File: config.mk
export PLATFORM = sky130hd
export DESIGN_NAME = dual_axis_light_tracker
export DESIGN_NICKNAME = d
export VERILOG_FILES = /design/src/rtl/dalt_pkg.sv /design/src/rtl/dual_axis_light_tracker.sv
export SDC_FILE = /design/constraint.sdc
export NUM_CORES = 1
export LEC_CHECK = 0
export BUFFER_PORTS_ARGS = -buffer_cell sky130_fd_sc_hd__buf_2
export CAP_MARGIN = 0
export CORE_AREA = 2 2 275 277
export CTS_BUF_LIST = sky130_fd_sc_hd__clkbuf_4
export CTS_CLUSTER_SIZE = 40
export DETAILED_ROUTE_END_ITERATION = 7
export DIE_AREA = 0 0 277 279
export GPL_TIMING_DRIVEN = 0
export HOLD_SLACK_MARGIN = 0.05
export PLACE_DENSITY_LB_ADDON = 0.3
export SYNTH_ARGS = -nofsm -noshare
export SYNTH_HDL_FRONTEND = slang
export SYNTH_SLANG_ARGS = --single-unit
export TNS_END_PERCENT = 100
File: constraint.sdc
create_clock -name clock -period 41.7 [get_ports clock]
set_input_delay 2.085 -clock clock [delete_from_list [all_inputs] [get_ports clock]]
set_output_delay 2.085 -clock clock [all_outputs]
set_load 0.01 [all_outputs]
File: src/rtl/dalt_pkg.sv
// ----------------------------------------------------------------------------
// dalt_pkg
// Types and codes shared by the dual-axis light tracker.
// ----------------------------------------------------------------------------
package dalt_pkg;

   localparam int CmdWidth  = 3;
   localparam int LuxWidth  = 16;
   localparam int VertWidth = 15;
   localparam int HorzWidth = 16;
   localparam int CsrIdxWidth  = 3;
   localparam int CsrDataWidth = 16;

   // command codes
   localparam logic [CmdWidth-1:0] CMD_SAMPLE = 3'd0;
   localparam logic [CmdWidth-1:0] CMD_MODE   = 3'd1;
   localparam logic [CmdWidth-1:0] CMD_RIGHT  = 3'd2;
   localparam logic [CmdWidth-1:0] CMD_LEFT   = 3'd3;
   localparam logic [CmdWidth-1:0] CMD_UP     = 3'd4;
   localparam logic [CmdWidth-1:0] CMD_DOWN   = 3'd5;

   // register indexes
   localparam logic [CsrIdxWidth-1:0] REG_LIGHT_THRESHOLD = 3'd0;
   localparam logic [CsrIdxWidth-1:0] REG_MAX_ADJUST      = 3'd1;
   localparam logic [CsrIdxWidth-1:0] REG_MANUAL_STEP     = 3'd2;
   localparam logic [CsrIdxWidth-1:0] REG_VERT_MIN        = 3'd3;
   localparam logic [CsrIdxWidth-1:0] REG_VERT_MAX        = 3'd4;
   localparam logic [CsrIdxWidth-1:0] REG_HORIZ_MIN       = 3'd5;
   localparam logic [CsrIdxWidth-1:0] REG_HORIZ_MAX       = 3'd6;

   typedef struct packed {
      logic [CmdWidth-1:0] command;
      logic [LuxWidth-1:0] lux_top_left;
      logic [LuxWidth-1:0] lux_top_right;
      logic [LuxWidth-1:0] lux_bottom_left;
      logic [LuxWidth-1:0] lux_bottom_right;
   } dalt_req_type;

   typedef struct packed {
      logic                        move_issued;
      logic [VertWidth-1:0]        vert_target;
      logic signed [HorzWidth-1:0] horiz_target;
      logic                        manual_mode;
   } dalt_rsp_type;

endpackage

File: src/rtl/dual_axis_light_tracker.sv
// ----------------------------------------------------------------------------
// dual_axis_light_tracker
// Two-axis light tracker: quadrant lux samples steer the axes in auto mode,
// jog commands move the drive targets in manual mode.
// ----------------------------------------------------------------------------
// Usage:
//  - req channel (valid/ready) carries one item: a lux sample, the mode
//    button or a manual jog. rsp channel (valid/ready) returns exactly one
//    result item per request item, in order.
//  - csr port: csr_write with csr_index/csr_wdata writes a limit or tuning
//    register; write only while no item is in flight.
//  - Path: an accepted request item waits in the input register and is
//    loaded into the result register once that is empty or rsp_ready is high.
//  - Throughput: one item per cycle while rsp_ready stays high. The whole
//    update of both axes is one combinational pass between the input and
//    result registers; angle state and result load in the same cycle.
//  - Stall: when rsp_ready is low the result holds, the item in the input
//    register waits, and req_ready drops once both registers are full.
//  - Reset: registers return to their defaults, auto mode, vertical angles
//    9000 and horizontal angles 0 centidegrees; both channels empty.
// ----------------------------------------------------------------------------
module dual_axis_light_tracker
   import dalt_pkg::*;
(
   input  logic                    clock,
   input  logic                    reset,
   input  logic                    req_valid,
   output logic                    req_ready,
   input  dalt_req_type            req_data,
   output logic                    rsp_valid,
   input  logic                    rsp_ready,
   output dalt_rsp_type            rsp_data,
   input  logic                    csr_write,
   input  logic [CsrIdxWidth-1:0]  csr_index,
   input  logic [CsrDataWidth-1:0] csr_wdata
);

   typedef logic signed [17:0] wide_type;

   // config
   logic [15:0]                 light_threshold_ff;
   logic [13:0]                 max_adjust_ff;
   logic [13:0]                 manual_step_ff;
   logic [VertWidth-1:0]        vert_min_ff;
   logic [VertWidth-1:0]        vert_max_ff;
   logic signed [HorzWidth-1:0] horiz_min_ff;
   logic signed [HorzWidth-1:0] horiz_max_ff;

   // state
   logic [VertWidth-1:0]        auto_vert_ff, auto_vert_in;
   logic signed [HorzWidth-1:0] auto_horiz_ff, auto_horiz_in;
   logic [VertWidth-1:0]        drive_vert_ff, drive_vert_in;
   logic signed [HorzWidth-1:0] drive_horiz_ff, drive_horiz_in;
   logic                        mode_manual_ff, mode_manual_in;

   // pipeline
   logic         in_vld_ff;
   dalt_req_type in_ff;
   logic         out_vld_ff;
   dalt_rsp_type out_ff, out_in;
   logic         advance;

   wide_type tl, tr, bl, br, dv, dh;
   wide_type thr2, cap, step;
   wide_type vmin, vmax, hmin, hmax;
   wide_type av, ah, dvv, dhh, nv, nh, t;
   wide_type mag_v, mag_h, adj_v, adj_h;
   logic     act_v, act_h, moved;
   logic [19:0] mul_v, mul_h;

   assign advance   = in_vld_ff && (!out_vld_ff || rsp_ready);
   assign req_ready = !in_vld_ff || advance;
   assign rsp_valid = out_vld_ff;
   assign rsp_data  = out_ff;

   always_comb begin
      tl = wide_type'({2'b00, in_ff.lux_top_left});
      tr = wide_type'({2'b00, in_ff.lux_top_right});
      bl = wide_type'({2'b00, in_ff.lux_bottom_left});
      br = wide_type'({2'b00, in_ff.lux_bottom_right});
      dv = (bl + br) - (tl + tr);
      dh = (tr + br) - (tl + bl);

      thr2 = wide_type'({1'b0, light_threshold_ff, 1'b0});
      cap  = wide_type'({4'b0000, max_adjust_ff});
      step = wide_type'({4'b0000, manual_step_ff});
      vmin = wide_type'({3'b000, vert_min_ff});
      vmax = wide_type'({3'b000, vert_max_ff});
      hmin = wide_type'({{2{horiz_min_ff[HorzWidth-1]}}, horiz_min_ff});
      hmax = wide_type'({{2{horiz_max_ff[HorzWidth-1]}}, horiz_max_ff});
      av   = wide_type'({3'b000, auto_vert_ff});
      ah   = wide_type'({{2{auto_horiz_ff[HorzWidth-1]}}, auto_horiz_ff});
      dvv  = wide_type'({3'b000, drive_vert_ff});
      dhh  = wide_type'({{2{drive_horiz_ff[HorzWidth-1]}}, drive_horiz_ff});

      // move size: 5*|d| centidegrees, capped
      mag_v = dv[17] ? -dv : dv;
      mag_h = dh[17] ? -dh : dh;
      act_v = mag_v > thr2;
      act_h = mag_h > thr2;
      mul_v = {1'b0, mag_v[16:0], 2'b00} + {3'b000, mag_v[16:0]};
      mul_h = {1'b0, mag_h[16:0], 2'b00} + {3'b000, mag_h[16:0]};
      adj_v = (mul_v > {6'd0, max_adjust_ff}) ? cap : wide_type'({4'b0000, mul_v[13:0]});
      adj_h = (mul_h > {6'd0, max_adjust_ff}) ? cap : wide_type'({4'b0000, mul_h[13:0]});

      nv = av;
      if (dv > 0 && av < vmax) begin
         nv = av + adj_v;
      end else if (dv < 0 && av > vmin) begin
         nv = av - adj_v;
      end
      nh = ah;
      if (dh > 0 && ah < hmax) begin
         nh = ah + adj_h;
      end else if (dh < 0 && ah > hmin) begin
         nh = ah - adj_h;
      end

      auto_vert_in   = auto_vert_ff;
      auto_horiz_in  = auto_horiz_ff;
      drive_vert_in  = drive_vert_ff;
      drive_horiz_in = drive_horiz_ff;
      mode_manual_in = mode_manual_ff;
      moved          = 1'b0;
      t              = '0;

      unique case (in_ff.command)
         CMD_SAMPLE: begin
            if (!mode_manual_ff) begin
               moved = 1'b1;
               if (act_v && nv > vmin && nv < vmax) begin
                  auto_vert_in = nv[VertWidth-1:0];
               end
               if (act_h && nh >= hmin && nh <= hmax) begin
                  auto_horiz_in = nh[HorzWidth-1:0];
               end
               drive_vert_in  = auto_vert_in;
               drive_horiz_in = auto_horiz_in;
            end
         end
         CMD_MODE: begin
            mode_manual_in = !mode_manual_ff;
         end
         CMD_RIGHT: begin
            if (mode_manual_ff) begin
               moved = 1'b1;
               t = dhh + step;
               drive_horiz_in = (t < hmax) ? t[HorzWidth-1:0] : horiz_max_ff;
            end
         end
         CMD_LEFT: begin
            if (mode_manual_ff) begin
               moved = 1'b1;
               t = dhh - step;
               drive_horiz_in = (t > hmin) ? t[HorzWidth-1:0] : horiz_min_ff;
            end
         end
         CMD_UP: begin
            if (mode_manual_ff) begin
               moved = 1'b1;
               t = dvv + step;
               drive_vert_in = (t < vmax) ? t[VertWidth-1:0] : vert_max_ff;
            end
         end
         CMD_DOWN: begin
            if (mode_manual_ff) begin
               moved = 1'b1;
               t = dvv - step;
               drive_vert_in = (t > vmin) ? t[VertWidth-1:0] : vert_min_ff;
            end
         end
         default: begin
         end
      endcase

      out_in.move_issued  = moved;
      out_in.vert_target  = drive_vert_in;
      out_in.horiz_target = drive_horiz_in;
      out_in.manual_mode  = mode_manual_in;
   end

   always_ff @(posedge clock) begin
      if (reset) begin
         light_threshold_ff <= 16'd5;
         max_adjust_ff      <= 14'd500;
         manual_step_ff     <= 14'd500;
         vert_min_ff        <= 15'd0;
         vert_max_ff        <= 15'd9000;
         horiz_min_ff       <= -16'sd9000;
         horiz_max_ff       <= 16'sd9000;
      end else if (csr_write) begin
         unique case (csr_index)
            REG_LIGHT_THRESHOLD: light_threshold_ff <= csr_wdata;
            REG_MAX_ADJUST:      max_adjust_ff      <= csr_wdata[13:0];
            REG_MANUAL_STEP:     manual_step_ff     <= csr_wdata[13:0];
            REG_VERT_MIN:        vert_min_ff        <= csr_wdata[VertWidth-1:0];
            REG_VERT_MAX:        vert_max_ff        <= csr_wdata[VertWidth-1:0];
            REG_HORIZ_MIN:       horiz_min_ff       <= $signed(csr_wdata);
            REG_HORIZ_MAX:       horiz_max_ff       <= $signed(csr_wdata);
            default: begin
            end
         endcase
      end
   end

   always_ff @(posedge clock) begin
      if (reset) begin
         auto_vert_ff   <= 15'd9000;
         auto_horiz_ff  <= '0;
         drive_vert_ff  <= 15'd9000;
         drive_horiz_ff <= '0;
         mode_manual_ff <= 1'b0;
         in_vld_ff      <= 1'b0;
         out_vld_ff     <= 1'b0;
      end else begin
         if (req_valid && req_ready) begin
            in_vld_ff <= 1'b1;
         end else if (advance) begin
            in_vld_ff <= 1'b0;
         end
         if (advance) begin
            out_vld_ff     <= 1'b1;
            auto_vert_ff   <= auto_vert_in;
            auto_horiz_ff  <= auto_horiz_in;
            drive_vert_ff  <= drive_vert_in;
            drive_horiz_ff <= drive_horiz_in;
            mode_manual_ff <= mode_manual_in;
         end else if (rsp_ready) begin
            out_vld_ff <= 1'b0;
         end
      end
   end

   always_ff @(posedge clock) begin
      if (req_valid && req_ready) begin
         in_ff <= req_data;
      end
      if (advance) begin
         out_ff <= out_in;
      end
   end

endmodule

== Yosys cells after proc, flatten, opt, wreduce, memory -nomap -nowiden ==
Index checks and enable logic that the tools add are counted.

* Add/sub/neg operators: 18
* $lt $le $gt $ge: 20
* Equality and inequality tests: 11
* Mux-type cells: 30
* Bitwise gates (word level): 1
* Reduce and logical (&&, ||, !) cells: 28

{| class="wikitable"
|+ Operator list
! cell !! count
|-
| $mux W18 || 6
|-
| $mux W16 || 6
|-
| $mux W15 || 6
|-
| $add A16 B16 Y17 || 4
|-
| $pmux W16 S3 || 1
|-
| $pmux W15 S3 || 1
|-
| $add A19 B17 Y20 || 2
|-
| $gt A20 B14 Y1 || 2
|-
| $gt A18 B1 Y1 const B || 2
|-
| $gt A18 B18 Y1 || 2
|-
| $lt A18 B1 Y1 const B || 2
|-
| $neg A18 Y18 || 2
|-
| $sub A17 B17 Y18 || 2
|-
| $add A16 B15 Y17 || 2
|-
| $sub A16 B15 Y17 || 2
|-
| $add A15 B14 Y16 || 2
|-
| $gt A16 B16 Y1 || 2
|-
| $sub A15 B14 Y16 || 2
|-
| $mux W14 || 2
|-
| $ge A18 B16 Y1 || 1
|-
| $gt A18 B16 Y1 || 1
|-
| $le A18 B16 Y1 || 1
|-
| $lt A18 B16 Y1 || 1
|-
| $gt A17 B16 Y1 || 1
|-
| 19 further kinds || 53
|}

* Bits in registers: 271
* Input bits: 91
* Logic and storage cells: 131

== Logic depth before layout (Yosys ltp) ==
Gate-level depths: netlist (run 1).

* Depth in word-level cells: 16
* Gate-level depth with buffers: 66
* Gate-level depth less buffers: 62

== Worst setup path after synthesis (run 1) ==
Ideal clock, no wire load.

* Path type: reg2reg
* From: register in_ff[42] in the netlist's numbering
* To: register auto_horiz_ff[8]
* Library setup time: 0.128 ns
* Arrival: 13.245 ns
* Data required time: 41.572 ns
* Path slack: 28.328 ns
* Stages on the path, launching flop included: 62
* Clock period less this slack: 13.372 ns
* Path through: edfxtp_1 -> fa_1 -> inv_1 -> fa_1 -> inv_1 -> ha_1 -> buf_2 -> a211o_1 -> a221oi_1 -> o22ai_1 -> o31a_1 -> buf_2 -> buf_1 -> nor2_1 -> xor2_1 -> ha_1 -> a21o_1 -> a21oi_1 -> [... 26 more ...] -> a21o_1 -> xor2_1 -> inv_1 -> o21ai_0 -> ha_1 -> nand4_1 -> nor3_1 -> a2111oi_0 -> o21ai_0 -> a21o_1 -> a211o_1 -> a2111o_1 -> a31oi_1 -> and2_1 -> clkbuf_1 -> buf_2 -> mux2i_1 -> nor2_1

* Cells in the longest elaborated chain, start to end: 14
* Elaborated cells between the ends (all ways): 21

{| class="wikitable"
|+ Ends and longest elaborated chain
! what !! line !! RTL
|-
| start: declaration || dual_axis_light_tracker.sv:58 || <nowiki>dalt_req_type in_ff;</nowiki>
|-
| start signal: assignment || dual_axis_light_tracker.sv:236 || <nowiki>in_ff <= req_data;</nowiki>
|-
| $add A16 B16 Y17 * || dual_axis_light_tracker.sv:82 || <nowiki>dh = (tr + br) - (tl + bl);</nowiki>
|-
| $sub A17 B17 Y18 * || dual_axis_light_tracker.sv:82 ||
|-
| $neg A18 Y18 || dual_axis_light_tracker.sv:98 || <nowiki>mag_h = dh[17] ? -dh : dh;</nowiki>
|-
| $mux W18 || dual_axis_light_tracker.sv:98 ||
|-
| $add A19 B17 Y20 || dual_axis_light_tracker.sv:102 || <nowiki>mul_h = {1'b0, mag_h[16:0], 2'b00} + {3'b000, mag_h[16:0]};</nowiki>
|-
| $gt A20 B14 Y1 || dual_axis_light_tracker.sv:104 || <nowiki>adj_h = (mul_h > {6'd0, max_adjust_ff}) ? cap : wide_type'({4'b0000, mul_h[13:0]});</nowiki>
|-
| $mux W14 || dual_axis_light_tracker.sv:104 ||
|-
| $sub A16 B15 Y17 || dual_axis_light_tracker.sv:116 || <nowiki>nh = ah - adj_h;</nowiki>
|-
| $mux W18 || dual_axis_light_tracker.sv:115 || <nowiki>end else if (dh < 0 && ah > hmin) begin</nowiki>
|-
| $mux W18 || dual_axis_light_tracker.sv:113 || <nowiki>if (dh > 0 && ah < hmax) begin</nowiki>
|-
| $ge A18 B16 Y1 || dual_axis_light_tracker.sv:134 || <nowiki>if (act_h && nh >= hmin && nh <= hmax) begin</nowiki>
|-
| $logic_and A1 B1 Y1 (2 in series) || dual_axis_light_tracker.sv:134 ||
|-
| $mux W16 * || dual_axis_light_tracker.sv:134 ||
|-
| end signal: assignment || dual_axis_light_tracker.sv:224 || <nowiki>auto_horiz_ff <= auto_horiz_in;</nowiki>
|-
| end: declaration || dual_axis_light_tracker.sv:51 || <nowiki>logic signed [HorzWidth-1:0] auto_horiz_ff, auto_horiz_in;</nowiki>
|}

Every way passes the cells marked *; elsewhere a longest branch is shown, timed or not.
A chain may end at the register's enable or synchronous reset.

== Worst setup path in the final report (run 1) ==
* From: register in_ff[42] in the netlist's numbering
* To: register out_ff, in the netlist rsp_data[14] (data pin)

* Cells in the longest elaborated chain, start to end: 16
* Elaborated cells between the ends (all ways): 23

{| class="wikitable"
|+ Ends and longest elaborated chain
! what !! line !! RTL
|-
| $add A16 B16 Y17 * || dual_axis_light_tracker.sv:82 ||
|-
| $sub A17 B17 Y18 * || dual_axis_light_tracker.sv:82 ||
|-
| $neg A18 Y18 || dual_axis_light_tracker.sv:98 ||
|-
| $mux W18 || dual_axis_light_tracker.sv:98 ||
|-
| $add A19 B17 Y20 || dual_axis_light_tracker.sv:102 ||
|-
| $gt A20 B14 Y1 || dual_axis_light_tracker.sv:104 ||
|-
| $mux W14 || dual_axis_light_tracker.sv:104 ||
|-
| $sub A16 B15 Y17 || dual_axis_light_tracker.sv:116 ||
|-
| $mux W18 || dual_axis_light_tracker.sv:115 ||
|-
| $mux W18 || dual_axis_light_tracker.sv:113 ||
|-
| $ge A18 B16 Y1 || dual_axis_light_tracker.sv:134 ||
|-
| $logic_and A1 B1 Y1 (2 in series) || dual_axis_light_tracker.sv:134 ||
|-
| $mux W16 * || dual_axis_light_tracker.sv:134 ||
|-
| $mux W16 * || dual_axis_light_tracker.sv:129 || <nowiki>if (!mode_manual_ff) begin</nowiki>
|-
| $pmux W16 S3 * || dual_axis_light_tracker.sv:127 || <nowiki>unique case (in_ff.command)</nowiki>
|-
| net drive_horiz_in[13] || dual_axis_light_tracker.sv:53 || <nowiki>logic signed [HorzWidth-1:0] drive_horiz_ff, drive_horiz_in;</nowiki>
|-
| end signal: assignment || dual_axis_light_tracker.sv:239 || <nowiki>out_ff <= out_in;</nowiki>
|-
| end: declaration || dual_axis_light_tracker.sv:60 || <nowiki>dalt_rsp_type out_ff, out_in;</nowiki>
|}

The timed path passes the listed nets; every way through them passes the cells marked *.

==> reports/qor.txt, run 1 <==
status = completed
synth unique cells = 97
Power Total = 2.32 mW
gpl congestion = 0.997
Max Cap Violations = 0
hpwl dp = 82.2 mm
Num CTS Buffers = 81
synthesis-stage register bit count = 271
Crit Path Category = reg2reg
global route overflow = 0
Skew-Pair Late Insertion Delay = 920 ps
max reg flops = 35
CP max stage cell = a31oi_1
nature of the critical path endpoint = flip-flop
Primary FF master, synth = dfxtp_1
Final nets = 4,386
PD cells = 71.5 nW/um^2
antenna-violating nets left = 0
# IOs = 126
Hold Violations, Final = 0
number of vias per cell = 5.72
global-route wire length before repair = 154 mm
Synth area leaders = ha_1 (18%), dfxtp_1 (12%), edfxtp_1 (10%)
most frequent cells in the layout = ha_1 (433), nand2_1 (369), a21oi_1 (312)
unrepaired setup endpoints after global routing = no
Max clock buf depth = 3
DR iter-0 viols = 2,279
dpl cells = 4,673
initial antenna violation count = 9
FF-to-FF Start = in_ff[42]
CTS clk-pin slew, worst paths = 60 ps
Sw Share = 52.5%
core region area = 74,100 sq um
Starting Density = 39.8%
static leakage = 13.9 nW
Buffers on Ports = 122
Yosys top cell by area = ha_1
# DRC = 0
post-cts resize count = 0
Psw = 1.22 mW
Clk pwr share = 11.6%
cell count after synthesis = 3,580
Syn Area/Cell = 8.23 sq um
vias in the first global route = 26,300
setup TNS = 0 ps
Post-CTS Repair Setup Buffers = 0
Die Wd = 277 um
flop2flop setup slack = 24,550 ps
DR WL/cell = 21.0 um
crit-path max cell delay = 1030 ps
period utilization = 41.1%
layout cells sized above 1 = 9.46%
area of the multi-input gates = 21,400 sq um
post-synthesis cell area = 29,500 sq um
Clock Skew = 81.4 ps
crit-path max FO = 10
Startpoint Class = flip-flop
syn nets = 4,178
worst-margin pin slew = 1420 ps
Seq pwr share = 12.8%
Hold WC Path Type = reg2reg
root buf cell = clkbuf_4
Synth top area share = 18.4%
relative slew slack = 5.04%
die area = 77,300 sq um
Final Util = 43.8%
worst reg2reg path depth = 59
Top reg by flops = in_ff
commonest non-fill, non-tap cell in the layout = ha_1
largest net degree at the start of global routing = 65
final cell count without fillers = 4,827
H-tree depth = 3
CP required = 42,330 ps
internal power = 1.10 mW
final WL = 101 mm
FFs w/ async S/R, synth = 0%
CTS Hold Bufs = 0
Via Count = 27,600
FILL cells = 7,578
EDFF count, synth = 100
Tot GR Track Use = 25.7%
hold-critical path endpoint = vert_max_ff[2]
Most Frequent Cell on Critical Path = a21o_1
post-synthesis sequential area ratio = 21.8%
critical path arrival = 17,770 ps
Max Freq = 0.0583 GHz
yosys warns = 0
register area = 6430 sq um
Min-Delay Path Depth = 2
max-slew violation count = 0
CTS tree = built
hold_sp = vert_max_ff[2]
Period minus WS final = 17,150 ps
Die Y = 279 um
Max VDD drop = 65.8 uV
power share of the combinational group = 75.6%
Area growth, synth to finish = 9.97%
TritonRoute pass-1 iters = 6
Clock Sinks = 271
R2R Path End = rsp_data[14]
final setup vio count = 0
# rows = 100
-- kinds of logic (layout without fill, tap and decap cells) --
family                     count (synthesis)  count (layout)  share of synthesized area (%)
AOI/OAI and AO/OA                       1034            1034                           22.9
and+or+nand+nor                         1031            1031                           16.3
adders and majority gates                508             508                           23.4
buffers and inverters                    432             701                           5.71
DFF                                      271             271                           21.8
xor gates and xnor gates                 163             163                           4.87
muxes                                    141             141                           4.99
other                                      0               9                              0
-- metrics by stage --
step	instance area, sq um	hold WS [ps]	worst slack, ps
6_report	32400	454	24550
2_1_floorplan	29500	436	28330
3_5_place_dp	31400	446	24750
3_3_place_gp	31300	442	24740
4_1_cts	32400	455	24660
5_1_grt	32400	471	23430
-- layout make-up --
type | count | area share, %
Clock inverter | 30 | 0.533
Timing Repair Buffer | 125 | 2.07
Tap cell | 969 | 3.74
Buffer | 144 | 1.86
Clock buffer | 114 | 2.64
Sequential cell | 271 | 19.8
Inverter | 288 | 3.33
Multi-Input combinational cell | 2877 | 65.9
Antenna cell | 9 | 0.0695
-- synthesized netlist by cell type, drive strengths merged (64+ instances only) --
cell type	count
mux2i	108
ha	433
inv	288
nand2	369
dfxtp	171
o211ai	64
nor2	289
xor2	66
fa	74
o21ai	203
clkbuf	109
edfxtp	100
a21o	104
a21oi	314
xnor2	97
-- power by group through the flow --
stage	Sequential, mW	Clock (mW)	Combinational (mW)
floorplan	0.300	0	1.28
CTS	0.296	0.273	1.74
global route	0.298	0.287	1.95
finish	0.297	0.268	1.75
detailed placement	0.302	0	1.72
global placement	0.302	0	1.71
-- how the worst max path moves through the flow --
stage	slack, ps	depth (start not counted)	start	endpoint
after detailed placement	24750	59	in_ff[42]	rsp_data[14]
final	24550	59	in_ff[42]	rsp_data[14]
after global routing	23430	59	in_ff[42]	rsp_data[14]
after CTS	24660	59	in_ff[42]	rsp_data[14]
after global placement	24740	59	in_ff[42]	rsp_data[14]
after floorplan	28330	61	in_ff[42]	auto_horiz_ff[8]
-- routing by layer --
layer | global-route usage, % | vias to the layer above | routed length (um)
met5 | 0 | - | 40
met4 | 12.7 | 6 | 5700
met3 | 4.79 | 293 | 7320
met2 | 42.3 | 1007 | 45400
met1 | 32.4 | 13000 | 42900
li1 | - | 13400 | -
-- worst max-delay path: cells and delay by family, from the launching register on --
kind	cells	cell delay, ps
AOI/OAI and AO/OA	37	10560
xor gates and xnor gates	3	910
adders and majority gates	7	2680
buffers and inverters	7	1590
DFF	1	410
muxes	1	340
and+or+nand+nor	4	450
No activity file was read; power rests on OpenSTA's default activity.
==> run 2: changes to the inputs <==
clock period = 17.65 ns   (was 41.7 ns; I/O delays follow)
==> run 2 against run 1 <==
Clock skew decreased by 2.0 ps; non-clock buffer count unchanged; maximum frequency increased by 4.4%; count of clock-buffer cells in the layout unchanged; sequential power increased by 140%; flip-flop and latch count unchanged; core utilization about the same; power increased by 140%; hold slack got worse by 270 ps; clock power increased by 140%; critical endpoint is now rsp_data[15].
==> reports/qor.txt, run 2 (synthesis gave the netlist of run 1 again) <==
# rows = 100
global route overflow = 0
CP required = 18,290 ps
Hold WC Path Type = in2reg
FILL cells = 7,577
Top reg by flops = in_ff
H-tree depth = 3
post-cts resize count = 0
Post-CTS Repair Setup Buffers = 0
Hold WS = 182 ps
# DRC = 0
layout cells sized above 1 = 9.51%
Num CTS Buffers = 81
Max Freq = 0.0609 GHz
Clock Sinks = 271
die area = 77,300 sq um
Die Wd = 277 um
Max clock buf depth = 3
core region area = 74,100 sq um
Clock Skew = 79.3 ps
antenna-violating nets left = 0
most frequent cells in the layout = ha_1 (433), nand2_1 (369), a21oi_1 (311)
TritonRoute pass-1 iters = 8
Via Count = 27,600
CTS clk-pin slew, worst paths = 60 ps
DR WL/cell = 21.0 um
Period minus WS final = 16,430 ps
worst reg2reg path depth = 59
vias in the first global route = 26,300
Most Frequent Cell on Critical Path = a21o_1
static leakage = 13.9 nW
crit-path max FO = 10
# IOs = 126
Min-Delay Path Depth = 1
PD cells = 169 nW/um^2
global-route wire length before repair = 154 mm
status = completed
relative slew slack = 10.9%
largest net degree at the start of global routing = 65
Crit Path Category = reg2reg
root buf cell = clkbuf_4
Buffers on Ports = 122
gpl congestion = 0.997
period utilization = 93.1%
final WL = 101 mm
Starting Density = 39.8%
critical path arrival = 17,060 ps
Area growth, synth to finish = 10.0%
Final nets = 4,386
DR iter-0 viols = 2,222
Max VDD drop = 156 uV
commonest non-fill, non-tap cell in the layout = ha_1
Skew-Pair Late Insertion Delay = 910 ps
area of the multi-input gates = 21,400 sq um
worst-margin pin slew = 1340 ps
CTS Hold Bufs = 0
Max Cap Violations = 0
max reg flops = 35
CP max stage cell = o31ai_2
Startpoint Class = flip-flop
hpwl dp = 82.2 mm
Hold Violations, Final = 0
CTS tree = built
max-slew violation count = 0
crit-path max cell delay = 600 ps
Die Y = 279 um
Tot GR Track Use = 25.7%
register area = 6430 sq um
final setup vio count = 0
unrepaired setup endpoints after global routing = no
number of vias per cell = 5.71
initial antenna violation count = 9
setup TNS = 0 ps
nature of the critical path endpoint = flip-flop
## run 2: cell counts in the layout (fill, tap and decap cells not counted)
Identical to the previous run, type by type.
## run 2: per-stage QoR
stage	setup WS [ps]	cells	utilization (%)	total power, mW	instance area, sq um
3_5_place_dp	699	4673	42.3	4.79	31400
5_1_grt	147	4824	43.8	6.00	32400
6_report	1220	4827	43.8	5.48	32400
3_3_place_gp	691	4671	42.3	4.75	31300
4_1_cts	610	4817	43.7	5.45	32400
2_1_floorplan	4280	3580	-	3.72	29500
## run 2: layout make-up
type / instances / share of cell area (%)
Antenna cell: 9 / 0.0694
Buffer: 144 / 1.86
Clock buffer: 114 / 2.64
Clock inverter: 30 / 0.532
Inverter: 288 / 3.33
Multi-Input combinational cell: 2877 / 66.0
Sequential cell: 271 / 19.8
Tap cell: 969 / 3.74
Timing Repair Buffer: 125 / 2.07
## run 2: metal layers
| layer | track usage (%) | wire [um] |
|---|---|---|
| met1 | 32.4 | 42800 |
| met2 | 42.3 | 45400 |
| met3 | 4.79 | 7510 |
| met4 | 12.7 | 5560 |
| met5 | 0 | 48 |
## run 2: final timing paths
kind,from,end,slack [ps]
max,in_ff[42],rsp_data[15],1220
min,req_data[66],in_ff[66],180
max reg2reg,in_ff[42],rsp_data[15],1220
min reg2reg,vert_max_ff[2],vert_max_ff[2],450
## run 2: report_power, final
part           internal (mW)  leakage, nW  switching (mW)
registers              0.676         2.35          0.0247
clock network          0.316        0.613           0.317
logic                   1.61         10.9            2.53
## run 2: worst max-delay path: cells and delay by family (launching register included)
family / cells / cell delay [ps]
adders and majority gates: 7 / 2680
AOI/OAI and AO/OA: 34 / 9190
DFF: 1 / 410
and+or+nand+nor: 6 / 700
muxes: 1 / 340
xor gates and xnor gates: 4 / 1350
buffers and inverters: 7 / 1550
